<file path="src/rtl/usb_hid_descriptor_scanner_defines.svh">
`ifndef USB_HID_DESCRIPTOR_SCANNER_DEFINES_SVH
`define USB_HID_DESCRIPTOR_SCANNER_DEFINES_SVH

// Implication check on a given clock and synchronous reset.
`define HDS_ASSERT_IMPL(name, clk_sig, rst_sig, ante, cons, msg) \
  name: assert property (@(posedge clk_sig) disable iff (rst_sig) (ante) |-> (cons)) \
    else $error(msg);

// Same check on the block's own clk and rst.
`define HDS_CHECK(name, ante, cons, msg) \
  `HDS_ASSERT_IMPL(name, clk, rst, ante, cons, msg)

`endif

</file>
<file path="src/rtl/hds_pkg.sv">
package hds_pkg;

  localparam logic [7:0] DESC_TYPE_INTERFACE = 8'h04;
  localparam logic [7:0] DESC_TYPE_ENDPOINT  = 8'h05;
  localparam logic [1:0] EP_TYPE_MASK        = 2'h3;
  localparam logic [1:0] EP_TYPE_INTERRUPT   = 2'h3;
  localparam int         EP_DIR_IN_BIT       = 7;
  localparam logic [7:0] TARGET_CLASS_RESET  = 8'h03;

  localparam logic [7:0] OFF_LENGTH = 8'd0;
  localparam logic [7:0] OFF_TYPE   = 8'd1;
  localparam logic [7:0] OFF_IF_NUM = 8'd2;
  localparam logic [7:0] OFF_IF_CLS = 8'd5;
  localparam logic [7:0] OFF_EP_ADR = 8'd2;
  localparam logic [7:0] OFF_EP_ATR = 8'd3;

  typedef enum logic [1:0] {
    ST_FOUND     = 2'd0,
    ST_NOT_FOUND = 2'd1,
    ST_ZERO_LEN  = 2'd2
  } hds_status_t;

  typedef struct packed {
    logic [7:0] data_byte;
    logic       last_byte;
  } hds_item_t;

  typedef struct packed {
    hds_status_t scan_status;
    logic [7:0]  iface_id;
    logic [7:0]  endpoint_address;
  } hds_result_t;

endpackage

</file>
<file path="src/rtl/hds_if.sv">
interface hds_in_if;
  logic       valid;
  logic       ready;
  logic [7:0] data_byte;
  logic       last_byte;

  modport source (output valid, output data_byte, output last_byte, input ready);
  modport sink (input valid, input data_byte, input last_byte, output ready);
endinterface

interface hds_out_if;
  logic       valid;
  logic       ready;
  logic [1:0] scan_status;
  logic [7:0] iface_id;
  logic [7:0] endpoint_address;

  modport source (output valid, output scan_status, output iface_id,
                  output endpoint_address, input ready);
  modport sink (input valid, input scan_status, input iface_id,
                input endpoint_address, output ready);
endinterface

interface hds_cfg_if;
  logic       valid;
  logic       ready;
  logic [7:0] target_class;

  modport source (output valid, output target_class, input ready);
  modport sink (input valid, input target_class, output ready);
endinterface

</file>
<file path="src/rtl/hds_in_stage.sv">
module hds_in_stage (
  input  logic              clk,
  input  logic              rst,
  input  logic              in_valid,
  output logic              in_ready,
  input  hds_pkg::hds_item_t in_item,
  output logic              item_valid,
  output hds_pkg::hds_item_t item,
  input  logic              item_take
);

  assign in_ready = !item_valid || item_take;

  always_ff @(posedge clk) begin
    if (rst) begin
      item_valid <= 1'b0;
    end else if (in_ready) begin
      item_valid <= in_valid;
    end
  end

  always_ff @(posedge clk) begin
    if (in_valid && in_ready) begin
      item <= in_item;
    end
  end

endmodule

</file>
<file path="src/rtl/hds_scan.sv">
module hds_scan (
  input  logic                clk,
  input  logic                rst,
  input  logic                cfg_valid,
  input  logic [7:0]          cfg_target_class,
  input  logic                step,
  input  hds_pkg::hds_item_t  item,
  output logic                emit,
  output hds_pkg::hds_result_t result
);

  logic [7:0] target_class;

  logic [7:0] byte_offset,       byte_offset_next;
  logic [7:0] descriptor_length, descriptor_length_next;
  logic [7:0] descriptor_type,   descriptor_type_next;
  logic [7:0] active_iface,      active_iface_next;
  logic       class_matched,     class_matched_next;
  logic [7:0] held_endpoint,     held_endpoint_next;
  logic       scan_done,         scan_done_next;
  logic [8:0] offset_inc;

  assign offset_inc = {1'b0, byte_offset} + 9'd1;

  always_comb begin
    byte_offset_next       = byte_offset;
    descriptor_length_next = descriptor_length;
    descriptor_type_next   = descriptor_type;
    active_iface_next      = active_iface;
    class_matched_next     = class_matched;
    held_endpoint_next     = held_endpoint;
    scan_done_next         = scan_done;
    emit                   = 1'b0;
    result                 = '0;

    if (!scan_done) begin
      priority if (byte_offset == hds_pkg::OFF_LENGTH) begin
        descriptor_length_next = item.data_byte;
        descriptor_type_next   = '0;
        if (item.data_byte == 8'd0) begin
          emit               = 1'b1;
          result.scan_status = hds_pkg::ST_ZERO_LEN;
          scan_done_next     = 1'b1;
        end
      end else if (byte_offset == hds_pkg::OFF_TYPE) begin
        descriptor_type_next = item.data_byte;
        if (item.data_byte == hds_pkg::DESC_TYPE_INTERFACE) begin
          active_iface_next  = '0;
          class_matched_next = 1'b0;
        end else if (item.data_byte == hds_pkg::DESC_TYPE_ENDPOINT) begin
          held_endpoint_next = '0;
        end
      end else if (descriptor_type == hds_pkg::DESC_TYPE_INTERFACE) begin
        if (byte_offset == hds_pkg::OFF_IF_NUM) begin
          active_iface_next = item.data_byte;
        end else if (byte_offset == hds_pkg::OFF_IF_CLS) begin
          class_matched_next = (item.data_byte == target_class);
        end
      end else begin
        // endpoint fields only count under a matching interface
        if (descriptor_type == hds_pkg::DESC_TYPE_ENDPOINT && class_matched) begin
          if (byte_offset == hds_pkg::OFF_EP_ADR) begin
            held_endpoint_next = item.data_byte;
          end else if (byte_offset == hds_pkg::OFF_EP_ATR) begin
            if ((item.data_byte[1:0] & hds_pkg::EP_TYPE_MASK) ==
                hds_pkg::EP_TYPE_INTERRUPT &&
                held_endpoint[hds_pkg::EP_DIR_IN_BIT]) begin
              emit                    = 1'b1;
              result.scan_status      = hds_pkg::ST_FOUND;
              result.iface_id         = active_iface;
              result.endpoint_address = held_endpoint;
              scan_done_next          = 1'b1;
            end
          end
        end
      end

      // length compare uses the length just captured on the first byte
      if (!scan_done_next) begin
        byte_offset_next = (offset_inc >= {1'b0, descriptor_length_next}) ? '0
                                                                          : offset_inc[7:0];
      end

      if (item.last_byte && !scan_done_next) begin
        emit               = 1'b1;
        result.scan_status = hds_pkg::ST_NOT_FOUND;
      end
    end

    // end of blob re-arms the scan
    if (item.last_byte) begin
      byte_offset_next       = '0;
      descriptor_length_next = '0;
      descriptor_type_next   = '0;
      active_iface_next      = '0;
      class_matched_next     = 1'b0;
      held_endpoint_next     = '0;
      scan_done_next         = 1'b0;
    end
  end

  always_ff @(posedge clk) begin
    if (rst) begin
      target_class <= hds_pkg::TARGET_CLASS_RESET;
    end else if (cfg_valid) begin
      target_class <= cfg_target_class;
    end
  end

  always_ff @(posedge clk) begin
    if (rst) begin
      byte_offset       <= '0;
      descriptor_length <= '0;
      descriptor_type   <= '0;
      active_iface      <= '0;
      class_matched     <= 1'b0;
      held_endpoint     <= '0;
      scan_done         <= 1'b0;
    end else if (step) begin
      byte_offset       <= byte_offset_next;
      descriptor_length <= descriptor_length_next;
      descriptor_type   <= descriptor_type_next;
      active_iface      <= active_iface_next;
      class_matched     <= class_matched_next;
      held_endpoint     <= held_endpoint_next;
      scan_done         <= scan_done_next;
    end
  end

endmodule

</file>
<file path="src/rtl/hds_out_stage.sv">
module hds_out_stage (
  input  logic                 clk,
  input  logic                 rst,
  output logic                 accept,
  input  logic                 load,
  input  hds_pkg::hds_result_t load_data,
  output logic                 out_valid,
  input  logic                 out_ready,
  output hds_pkg::hds_result_t out_data
);

  assign accept = !out_valid || out_ready;

  always_ff @(posedge clk) begin
    if (rst) begin
      out_valid <= 1'b0;
    end else if (accept) begin
      out_valid <= load;
    end
  end

  always_ff @(posedge clk) begin
    if (accept && load) begin
      out_data <= load_data;
    end
  end

endmodule

</file>
<file path="src/rtl/usb_hid_descriptor_scanner.sv">
// Datapath: a byte is registered in the input register, the scan result for it is registered
// in the result register, and the result transaction is taken from there.
// Throughput: one byte per cycle while the result side is ready. A result waiting in the
// result register holds the scan; the input register takes one more byte, then input stalls.
// Reset (rst, synchronous): clears the scan state, both stage valids, and sets
// target_class to 3. The configuration port is always ready.
`include "usb_hid_descriptor_scanner_defines.svh"

module usb_hid_descriptor_scanner (
  input  logic      clk,
  input  logic      rst,
  hds_in_if.sink    descriptor,
  hds_out_if.source result,
  hds_cfg_if.sink   cfg
);

  hds_pkg::hds_item_t   in_item;
  hds_pkg::hds_item_t   item;
  logic                 item_valid;
  logic                 step;
  logic                 accept;
  logic                 emit;
  hds_pkg::hds_result_t scan_result;
  hds_pkg::hds_result_t out_data;

  assign in_item.data_byte = descriptor.data_byte;
  assign in_item.last_byte = descriptor.last_byte;
  assign cfg.ready         = 1'b1;
  assign step              = item_valid && accept;

  hds_in_stage u_in (
    .clk        (clk),
    .rst        (rst),
    .in_valid   (descriptor.valid),
    .in_ready   (descriptor.ready),
    .in_item    (in_item),
    .item_valid (item_valid),
    .item       (item),
    .item_take  (step)
  );

  hds_scan u_scan (
    .clk              (clk),
    .rst              (rst),
    .cfg_valid        (cfg.valid),
    .cfg_target_class (cfg.target_class),
    .step             (step),
    .item             (item),
    .emit             (emit),
    .result           (scan_result)
  );

  hds_out_stage u_out (
    .clk       (clk),
    .rst       (rst),
    .accept    (accept),
    .load      (step && emit),
    .load_data (scan_result),
    .out_valid (result.valid),
    .out_ready (result.ready),
    .out_data  (out_data)
  );

  assign result.scan_status      = out_data.scan_status;
  assign result.iface_id         = out_data.iface_id;
  assign result.endpoint_address = out_data.endpoint_address;

  `HDS_CHECK(a_found_is_in_ep,
             result.valid && result.scan_status == hds_pkg::ST_FOUND,
             result.endpoint_address[hds_pkg::EP_DIR_IN_BIT],
             "found endpoint is not an IN endpoint")
  `HDS_CHECK(a_miss_fields_zero,
             result.valid && result.scan_status != hds_pkg::ST_FOUND,
             result.iface_id == 8'd0 && result.endpoint_address == 8'd0,
             "fields nonzero on a result that is not found")
  `HDS_CHECK(a_status_legal,
             result.valid,
             result.scan_status == hds_pkg::ST_FOUND ||
             result.scan_status == hds_pkg::ST_NOT_FOUND ||
             result.scan_status == hds_pkg::ST_ZERO_LEN,
             "illegal scan status")

endmodule

</file>
<file path="src/flat_wrapper.sv">
// flat-port wrapper written by rule: the top's interface ports become plain ports
module usb_hid_descriptor_scanner_flat 
  (clk, rst, descriptor_valid, descriptor_data_byte, descriptor_last_byte, descriptor_ready, result_valid, result_scan_status, result_iface_id, result_endpoint_address, result_ready, cfg_valid, cfg_target_class, cfg_ready);
  hds_in_if descriptor_i ();
  hds_out_if result_i ();
  hds_cfg_if cfg_i ();
  input  logic clk;
  input  logic rst;
  input wire logic [$bits(descriptor_i.valid)-1:0] descriptor_valid;
  input wire logic [$bits(descriptor_i.data_byte)-1:0] descriptor_data_byte;
  input wire logic [$bits(descriptor_i.last_byte)-1:0] descriptor_last_byte;
  output wire logic [$bits(descriptor_i.ready)-1:0] descriptor_ready;
  output wire logic [$bits(result_i.valid)-1:0] result_valid;
  output wire logic [$bits(result_i.scan_status)-1:0] result_scan_status;
  output wire logic [$bits(result_i.iface_id)-1:0] result_iface_id;
  output wire logic [$bits(result_i.endpoint_address)-1:0] result_endpoint_address;
  input wire logic [$bits(result_i.ready)-1:0] result_ready;
  input wire logic [$bits(cfg_i.valid)-1:0] cfg_valid;
  input wire logic [$bits(cfg_i.target_class)-1:0] cfg_target_class;
  output wire logic [$bits(cfg_i.ready)-1:0] cfg_ready;
  assign descriptor_i.valid = descriptor_valid;
  assign descriptor_i.data_byte = descriptor_data_byte;
  assign descriptor_i.last_byte = descriptor_last_byte;
  assign descriptor_ready = descriptor_i.ready;
  assign result_valid = result_i.valid;
  assign result_scan_status = result_i.scan_status;
  assign result_iface_id = result_i.iface_id;
  assign result_endpoint_address = result_i.endpoint_address;
  assign result_i.ready = result_ready;
  assign cfg_i.valid = cfg_valid;
  assign cfg_i.target_class = cfg_target_class;
  assign cfg_ready = cfg_i.ready;
  usb_hid_descriptor_scanner u_core (.clk(clk), .rst(rst), .descriptor(descriptor_i), .result(result_i), .cfg(cfg_i));
endmodule
</file>
<file path="config.mk">
export PLATFORM = sky130hd
export DESIGN_NAME = usb_hid_descriptor_scanner_flat
export DESIGN_NICKNAME = d
export VERILOG_FILES = /design/src/rtl/hds_pkg.sv /design/src/rtl/hds_if.sv /design/src/rtl/hds_in_stage.sv /design/src/rtl/hds_scan.sv /design/src/rtl/hds_out_stage.sv /design/src/rtl/usb_hid_descriptor_scanner.sv /design/src/flat_wrapper.sv
export VERILOG_INCLUDE_DIRS = /design/src /design/src/rtl
export SDC_FILE = /design/constraint.sdc
export NUM_CORES = 1
export LEC_CHECK = 0
export BUFFER_PORTS_ARGS = -buffer_cell sky130_fd_sc_hd__buf_2
export CELL_PAD_IN_SITES_DETAIL_PLACEMENT = 0
export CELL_PAD_IN_SITES_GLOBAL_PLACEMENT = 1
export CORE_ASPECT_RATIO = 1.25
export CORE_MARGIN = 1.5
export CORE_UTILIZATION = 39
export CTS_BUF_LIST = sky130_fd_sc_hd__clkbuf_4 sky130_fd_sc_hd__clkbuf_8
export DETAILED_ROUTE_END_ITERATION = 7
export GPL_TIMING_DRIVEN = 0
export MAX_ROUTING_LAYER = met4
export PLACE_DENSITY = 0.72
export SLEW_MARGIN = 20
export SYNTH_ARGS = -nofsm -noshare
export SYNTH_HDL_FRONTEND = slang
export SYNTH_SLANG_ARGS = --single-unit
</file>
<file path="constraint.sdc">
create_clock -name clk -period 3.78 [get_ports clk]
set_input_delay 0.378 -clock clk [delete_from_list [all_inputs] [get_ports clk]]
set_output_delay 0.378 -clock clk [all_outputs]
set_load 0.1 [all_outputs]
</file>
==> impl_metrics.ini, run 1 <==
[detailed_routing]
wl_per_cell_um = 14.67
drt_iter0_drc = 206
dr.pass1.iters = 4
via_per_inst = 5.027
vias = 2564
drtAntennaViolNets = 0
wirelength_um = 7484
drc = 0

[worst_setup_path]
crit_chain = inv_1 > ha_1 > nand4_1 > buf_2 > mux2i_1 > ha_1 > and3_1 > a311o_1 > a2111oi_1 > nand4_1 > buf_4 > a21o_1 > o21ai_1
crit_slowest_cell = dfxtp_1
worstPathMaxFanout = 10
crit_family = compound AO/OA/AOI/OAI gates
setup.worst_path.end_class = flip-flop
critical_path_class = flip-flop to flip-flop
critPathBufInv = 3
startpoint_type = flip-flop
arrival_ns = 3.75
slowest_delay_ns = 0.47
critical_path_required_ns = 4.06

[power_and_ir_drop]
leakage_uw = 0.001559
power_density_mw_per_mm2 = 430.3
ir_worst_vdd_uv = 191.1
total_power_uw = 1750
seq_power_share = 0.526
pwr-share-clk = 0.369
combPwrFrac = 0.105
swShare = 0.2776
p_int_uw = 1264
p_switching_uw = 485.7

[yosys]
synthSimpleGateAreaFrac = 0.1918
synth.distinct_cells = 50
synth_most_common_cell = dfxtp_1
synth_top_family_by_area = simple AND/OR/NAND/NOR gates
synthTopCellsByCount = dfxtp_1 (52), nor2_1 (31), edfxtp_1 (27), nand2_1 (25), and2_1 (18)
syn_inst = 334
synth_top_area_frac = 0.2966
synth-seq-cells = 79
synth.largest_area_cell = dfxtp_1
synthAdderAreaFrac = 0.04278
ys_seq_area_frac = 0.5276
syn-mean-instance-area_um2 = 10.51
synth_mux_area_frac = 0.05169
synth-xor-area-share = 0.02745
synth-compound-area-share = 0.1298
synth_area_leaders = dfxtp_1 (30%), edfxtp_1 (23%), mux2i_1 (4.8%)
ys.flop_type = dfxtp_1
async_flop_share = 0
yosysWarnings = 0
syn_nets = 368
synth_area_mm2 = 0.003510
synth_edf_count = 27

[clock_network]
cts_made_buffers = 9
cts.hold.buffers_added = 0
clkLatencyLatePin_ns = 0.35
htreeDepth = 3
cts_buffer_depth = 2
cts-root-buf = clkbuf_8
clk_pin_slew_ns = 0.09
cts_tree = yes
cts.sinks = 79

[timing]
clock.fmax_mhz = 287.6
hold_ws_ns = 0.1942
fin_crit_sh = 0.9198
hold_violations = 0
fin_setup_tns_ns = 0
report.final.slew_viol_count = 0
rsz0062_at_grt = false
period_needed_ns = 3.477
tightest_slew_ns = 0.8495
setup-violations-final = 0
max_slew_margin = 0.4298
final.setup_skew_ns = 0.009635

[cells_and_area]
drive_gt1_frac = 0.1821
nets = 419
final_cell_count_no_fill = 510
fin_area_mm2 = 0.004066
area_growth_pct = 15.86
n_antenna_cell = 0

[place]
place_area_mm2 = 0.003855
dp_hpwl_um = 5419
dp.cells = 493
globalplace.congestion = 0.8201
port_buffers = 39

[grt]
grt_first_pass_wirelength_um = 12110
grt.overflow.total = 0
track_usage = 0.1735
antenna_found_initial = 0
grt_max_degree = 20
grt_pass1_vias = 2436

[run]
cap_violations = 0

[die]
ioPinCount = 43
dieArea_mm2 = 0.009581
core_area_mm2 = 0.008701
dieWidth_um = 87.85
fp-row-count = 38
die_height_um = 109.1
start_util = 0.4034

[run_status]
status = complete, no violations

[worst_hold_path]
hold_class = input pin to flip-flop
power by group through the flow:
| stage | logic, uW | registers [uW] | clock network, uW |
|---|---|---|---|
| global placement | 182 | 941 | 0 |
| detailed placement | 184 | 941 | 0 |
| global route | 198 | 925 | 695 |
| finish | 184 | 921 | 645 |
| CTS | 184 | 921 | 655 |
| floorplan | 86.3 | 991 | 0 |
state kept, by name, summed over array words and instances, names as in the netlist:
register	flops
u_core.u_in.item	9
u_core.u_in.item_valid	1
u_core.u_out.out_data	18
u_core.u_out.out_valid	1
u_core.u_scan.active_iface	8
u_core.u_scan.byte_offset	8
u_core.u_scan.class_matched	1
u_core.u_scan.descriptor_length	8
u_core.u_scan.descriptor_type	8
u_core.u_scan.held_endpoint	8
u_core.u_scan.scan_done	1
u_core.u_scan.target_class	8
through the flow:
step | util | setup WS [ns]
2_1_floorplan | - | 0.7906
3_3_place_gp | 0.4431 | 0.04173
3_5_place_dp | 0.4431 | 0.08357
4_1_cts | 0.4664 | 0.05268
5_1_grt | 0.4674 | 0.05080
6_report | 0.4674 | 0.3033
logic make-up (layout without fill, tap and decap cells):
family,Yosys count,after routing
AOI/OAI and AO/OA,64,64
and+or+nand+nor,125,125
other,1,1
xor gates and xnor gates,11,11
muxes,18,18
DFF,79,79
adders and majority gates,12,12
buffers and inverters,24,80
worst reg2reg max path, stage by stage (launching register included):
cell       delay [ns]
dfxtp_1          0.47
inv_1            0.11
ha_1             0.26
nand4_1          0.13
buf_2            0.29
mux2i_1          0.32
ha_1             0.30
and3_1           0.18
a311o_1          0.35
a2111oi_1        0.45
nand4_1          0.14
buf_4            0.20
a21o_1           0.15
o21ai_1          0.06
placed cells by master (no fill, tap or decap), drive strengths merged, types with 7 or more instances in the layout:
cell / count
a22o: 17
nor2: 31
buf: 45
nand4: 7
and2: 18
nand2: 26
nand3: 12
clkbuf: 16
mux2i: 17
nor3: 7
o21ai: 18
edfxtp: 27
xnor2: 11
ha: 12
dfxtp: 52
a21oi: 11
inv: 15
path summary, 6_finish.rpt:
check                                        startpoint                                    endpoint  slack [ns]  depth (start not counted)
max           u_core.u_scan.byte_offset[0]$_SDFFE_PP0P_   u_core.u_scan.byte_offset[2]$_SDFFE_PP0P_        0.30                         13
max reg2reg   u_core.u_scan.byte_offset[0]$_SDFFE_PP0P_   u_core.u_scan.byte_offset[2]$_SDFFE_PP0P_        0.30                         13
min                             descriptor_data_byte[4]               u_core.u_in.item[5]$_DFFE_PP_        0.19                          1
min reg2reg  u_core.u_scan.active_iface[0]$_SDFFE_PP0P_  u_core.u_scan.active_iface[0]$_SDFFE_PP0P_        0.47                          1
what timing repair did:
action,CTS,global route
setup buffers,0,1
setup endpoints to repair,0,8
gates resized for setup,0,1
layer usage:
metal,track usage,wire [um],up-vias
met5,-,0,-
met2,0.2786,3588,59
met3,0.02725,296,13
li1,-,-,1308
met1,0.2134,3423,1184
met4,0.07937,176,0
cell type report:
cell class	count	area (um2)
Clock inverter	7	78.83
Tap cell	120	150.1
Sequential cell	79	1852
Timing Repair Buffer	40	202.7
Buffer	12	52.55
Fill cell	846	4634
Clock buffer	9	123.9
Inverter	12	45.04
Multi-Input combinational cell	231	1562
(Power assumes the default switching activity.)
==> inputs of run 2 (changes only) <==
Settings changed: REMOVE_ABC_BUFFERS from default to 1.
==> impl_metrics.ini, run 2 (same netlist as run 1, synthesis figures left out) <==
[grt]
met2_usage = 0.2721
grt_util_met1 = 0.2139
grt_first_pass_wirelength_um = 12080
track_usage = 0.1737
antenna_found_initial = 0
grt_max_degree = 20
grt.overflow.total = 0
grt_pass1_vias = 2418
top_usage_layer = met2
use_met3 = 0.03255

[cells_and_area]
area_growth_pct = 15.76
fin_area_mm2 = 0.004063
final_common_cell = dfxtp_1
nets = 412
drive_gt1_frac = 0.1854
final_cell_count_no_fill = 503
largest_reg_flops = 18
top_register = u_core.u_out.out_data
reg_top3 = u_core.u_out.out_data (18), u_core.u_in.item (9)
n_antenna_cell = 0
final_cell_mix = dfxtp_1 (52), buf_2 (41), nor2_1 (31), edfxtp_1 (27), nand2_1 (25)
nFillCells = 859

[detailed_routing]
vias = 2587
wl_per_cell_um = 14.58
via_per_inst = 5.143
dr.pass1.iters = 4
drc = 0
wirelength_um = 7332
drtAntennaViolNets = 0
drt_iter0_drc = 124

[clock_network]
cts-root-buf = clkbuf_8
cts_buffer_depth = 2
htreeDepth = 3
clkLatencyLatePin_ns = 0.36
cts.hold.buffers_added = 0
cts.sinks = 79
cts_made_buffers = 9
clk_pin_slew_ns = 0.08
cts_tree = yes

[power_and_ir_drop]
total_power_uw = 1791
power_density_mw_per_mm2 = 440.8
ir_worst_vdd_uv = 191.5
leakage_uw = 0.001557

[worst_hold_path]
hold_class = input pin to flip-flop

[die]
ioPinCount = 43
dieArea_mm2 = 0.009581
die_height_um = 109.1
core_area_mm2 = 0.008701
start_util = 0.4034
dieWidth_um = 87.85
fp-row-count = 38

[place]
port_buffers = 41
dp_hpwl_um = 5261
globalplace.congestion = 0.8526
dp.cells = 483
place_area_mm2 = 0.003812

[timing]
tightest_slew_ns = 0.8820
period_needed_ns = 3.528
report.final.slew_viol_count = 0
final.setup_skew_ns = 0.01042
hold_violations = 0
max_slew_margin = 0.4081
hold_ws_ns = 0.1845
clock.fmax_mhz = 283.4
fin_crit_sh = 0.9335
setup-violations-final = 0

[worst_setup_path]
setup.worst_path.end_class = flip-flop
critical_path_class = flip-flop to flip-flop
startpoint_type = flip-flop
arrival_ns = 3.81
critical_path_required_ns = 4.06
worstPathMaxFanout = 8

[run_status]
status = complete, no violations

[run]
cap_violations = 0
## run 2: path summary, 6_finish.rpt
check / start / endpoint / slack [ns] / cells after the start
setup / recovery: u_core.u_scan.byte_offset[0]$_SDFFE_PP0P_ / u_core.u_scan.byte_offset[6]$_SDFFE_PP0P_ / 0.25 / 12
hold / removal: descriptor_data_byte[2] / u_core.u_in.item[3]$_DFFE_PP_ / 0.18 / 1
setup reg to reg: u_core.u_scan.byte_offset[0]$_SDFFE_PP0P_ / u_core.u_scan.byte_offset[6]$_SDFFE_PP0P_ / 0.25 / 12
hold reg to reg: u_core.u_scan.held_endpoint[2]$_SDFFE_PP0P_ / u_core.u_scan.held_endpoint[2]$_SDFFE_PP0P_ / 0.47 / 1
## run 2: stage by stage
| stage | utilization | setup slack (ns) | TNS, ns |
|---|---|---|---|
| after global routing | 0.4669 | -0.1240 | -0.4819 |
| after global placement | 0.4382 | -0.1398 | -0.8868 |
| after floorplan | - | 0.7013 | 0 |
| after detailed placement | 0.4382 | -0.04789 | -0.2282 |
| final | 0.4669 | 0.2515 | 0 |
| after CTS | 0.4661 | 0.2435 | 0 |
## run 2: critical path, cell delays in order, from the launching register on
cell       delay, ns
dfxtp_1         0.48
ha_1            0.31
nand3_1         0.20
or4_1           0.48
nand2_1         0.10
ha_1            0.24
and3_1          0.18
a311o_1         0.34
a2111oi_0       0.53
nand4_1         0.17
buf_4           0.21
a21o_1          0.15
o21ai_1         0.07
## run 2: routing by layer
layer  part of all wire  routed length [um]
met1               0.45                3274
met2               0.49                3606
met3              0.042                 307
met4              0.020                 144
met5                  0                   0
## run 2: report_power, final
group | switching, uW | internal, uW
Sequential | 25.0 | 900
Clock | 314 | 374
Combinational | 127 | 50.3
## run 2: cell type report
type,count,area (um2),share of cell area
sequential,79,1852,0.4558
multi-input combinational,231,1560,0.3840
timing repair buffer,45,235.2,0.05790
tap,120,150.1,0.03696
clock buffer,9,123.9,0.03049
clock inverter,7,96.34,0.02371
inverter,12,45.04,0.01109
## run 2: repair_timing
action,4_1_cts,5_1_grt
setup buffers,3,1
pin swaps,1,1
endpoints found under the setup margin,7,8
cloned,0,0
endpoints found under the hold margin,0,0
resized for setup,0,0
==> inputs of run 3 (changes only) <==
Settings changed: CELL_PAD_IN_SITES_DETAIL_PLACEMENT 0 to default, CELL_PAD_IN_SITES_GLOBAL_PLACEMENT 1 to default, PLACE_DENSITY 0.72 to 0.59.
==> impl_metrics.ini, run 3 (same netlist as run 1, synthesis figures left out) <==
[cells_and_area]
top_register = u_core.u_out.out_data
final_cell_mix = dfxtp_1 (52), buf_2 (41), nor2_1 (31), edfxtp_1 (27), nand2_1 (25)
reg_top3 = u_core.u_out.out_data (18), u_core.u_in.item (9)
final_cell_count_no_fill = 501
largest_reg_flops = 18
n_antenna_cell = 0
nets = 410
nFillCells = 835
final_common_cell = dfxtp_1
drive_gt1_frac = 0.1837
area_growth_pct = 14.40

[timing]
report.final.slew_viol_count = 0
period_needed_ns = 3.526
clock.fmax_mhz = 283.6
fin_setup_tns_ns = 0
max_slew_margin = 0.4228
tightest_slew_ns = 0.8600
hold_violations = 0
fin_crit_sh = 0.9328
final.setup_skew_ns = 0.01377
setup-violations-final = 0
rsz0062_at_grt = false

[power_and_ir_drop]
power_density_mw_per_mm2 = 424.3
leakage_uw = 0.001529
ir_worst_vdd_uv = 208.8
total_power_uw = 1704

[die]
fp-row-count = 38
core_area_mm2 = 0.008701
start_util = 0.4034
dieArea_mm2 = 0.009581
die_height_um = 109.1
ioPinCount = 43
dieWidth_um = 87.85

[worst_hold_path]
hold_class = input pin to flip-flop
min_from = descriptor_data_byte[6]
hold_depth = 1
hold_end = u_core.u_in.item[7]$_DFFE_PP_

[place]
dp.cells = 483
dp_hpwl_um = 5117
port_buffers = 41
globalplace.congestion = 0.8161

[worst_setup_path]
critical_path_class = flip-flop to flip-flop
r2r-start = u_core.u_scan.byte_offset[0]$_SDFFE_PP0P_
r2r-end = u_core.u_scan.byte_offset[2]$_SDFFE_PP0P_
crit_slowest_cell = dfxtp_1
critPathBufInv = 0
crit_chain = ha_1 > nand3_1 > or4_1 > nand2_1 > ha_1 > and3_1 > a311o_1 > a2111oi_0 > nand4_1 > a21o_1 > o21ai_1
slowest_delay_ns = 0.48
crit_family = simple AND/OR/NAND/NOR gates
rr_worst_depth = 11
setup.worst_path.end_class = flip-flop
rrSetupSlack_ns = 0.25
crit_top_cell = ha_1
worstPathMaxFanout = 8
startpoint_type = flip-flop
startpoint = u_core.u_scan.byte_offset[0]$_SDFFE_PP0P_
critical_path_required_ns = 4.06
arrival_ns = 3.81

[run_status]
status = complete, no violations

[detailed_routing]
wl_met2_um = 3302
vias = 2535
drc = 0
wl_met1_um = 3448
drtAntennaViolNets = 0
dr.pass1.iters = 4
wl_met3_um = 225
wirelength_um = 7199
via_per_inst = 5.060
wl_per_cell_um = 14.37
maxUsedRoutingLayer = met4
drt_iter0_drc = 115

[clock_network]
cts_made_buffers = 9
cts_resized = 0
cts.hold.buffers_added = 0
post_cts_buffers = 2
cts-root-buf = clkbuf_8
clk_pin_slew_ns = 0.09
cts.sinks = 79
clkLatencyLatePin_ns = 0.36
cts_buffer_depth = 2
htreeDepth = 3
cts_tree = yes

[grt]
antenna_found_initial = 0
grt_max_degree = 20
grt_pass1_vias = 2434
grt.overflow.total = 0
track_usage = 0.1692
grt_first_pass_wirelength_um = 11830

[run]
cap_violations = 0
## run 3: cell types whose count changed in the layout (fill, tap and decap cells not counted)
| cell | delta |
|---|---|
| inv_6 | +3 |
| bufinv_16 | -2 |
| clkinvlp_4 | +1 |
| inv_8 | -1 |
| clkinv_2 | -1 |
| clkinv_1 | -1 |
| buf_4 | -2 |
| clkbuf_8 | +1 |
## run 3: worst max path at each step
stage | to | slack (ns) | depth (start not counted)
detailed placement | u_core.u_scan.byte_offset[7]$_SDFFE_PP0P_ | -0.04 | 11
finish | u_core.u_scan.byte_offset[2]$_SDFFE_PP0P_ | 0.25 | 11
global route | u_core.u_scan.byte_offset[7]$_SDFFE_PP0P_ | 0.02 | 11
floorplan | u_core.u_scan.byte_offset[4]$_SDFFE_PP0P_ | 0.70 | 11
CTS | u_core.u_scan.byte_offset[7]$_SDFFE_PP0P_ | 0.24 | 11
global placement | u_core.u_scan.byte_offset[7]$_SDFFE_PP0P_ | -0.05 | 11
## run 3: area by class of cell
cell class | instances | area (um2) | share of cell area
flip-flops and latches | 79 | 1852 | 0.4612
well taps | 120 | 150.1 | 0.03739
clock buffers | 10 | 137.6 | 0.03428
clock inverters | 6 | 50.05 | 0.01246
repair buffers | 43 | 220.2 | 0.05485
multi-input cells | 231 | 1560 | 0.3886
inverters | 12 | 45.04 | 0.01122
## run 3: through the flow
step,setup slack [ns],hold slack (ns),util,area [um2]
2_1_floorplan,0.7013,0.4355,-,3457
3_3_place_gp,-0.04531,0.4511,0.4382,3812
3_5_place_dp,-0.04494,0.4586,0.4382,3812
4_1_cts,0.2356,0.1762,0.4615,4015
5_1_grt,0.02271,0.1720,0.4615,4015
6_report,0.2539,0.1817,0.4615,4015
## run 3: per-layer routing
metal	vias to the layer above	track usage
met2	56	0.2688
met4	0	0.08957
met3	17	0.03028
met5	-	-
li1	1290	-
met1	1172	0.2033
## run 3: power breakdown
part	internal, uW	leakage [uW]	total (uW)	switching [uW]
Sequential	900	0.000654	926	25.5
Combinational	49.1	0.000785	176	127
Clock	264	0.0000899	602	338
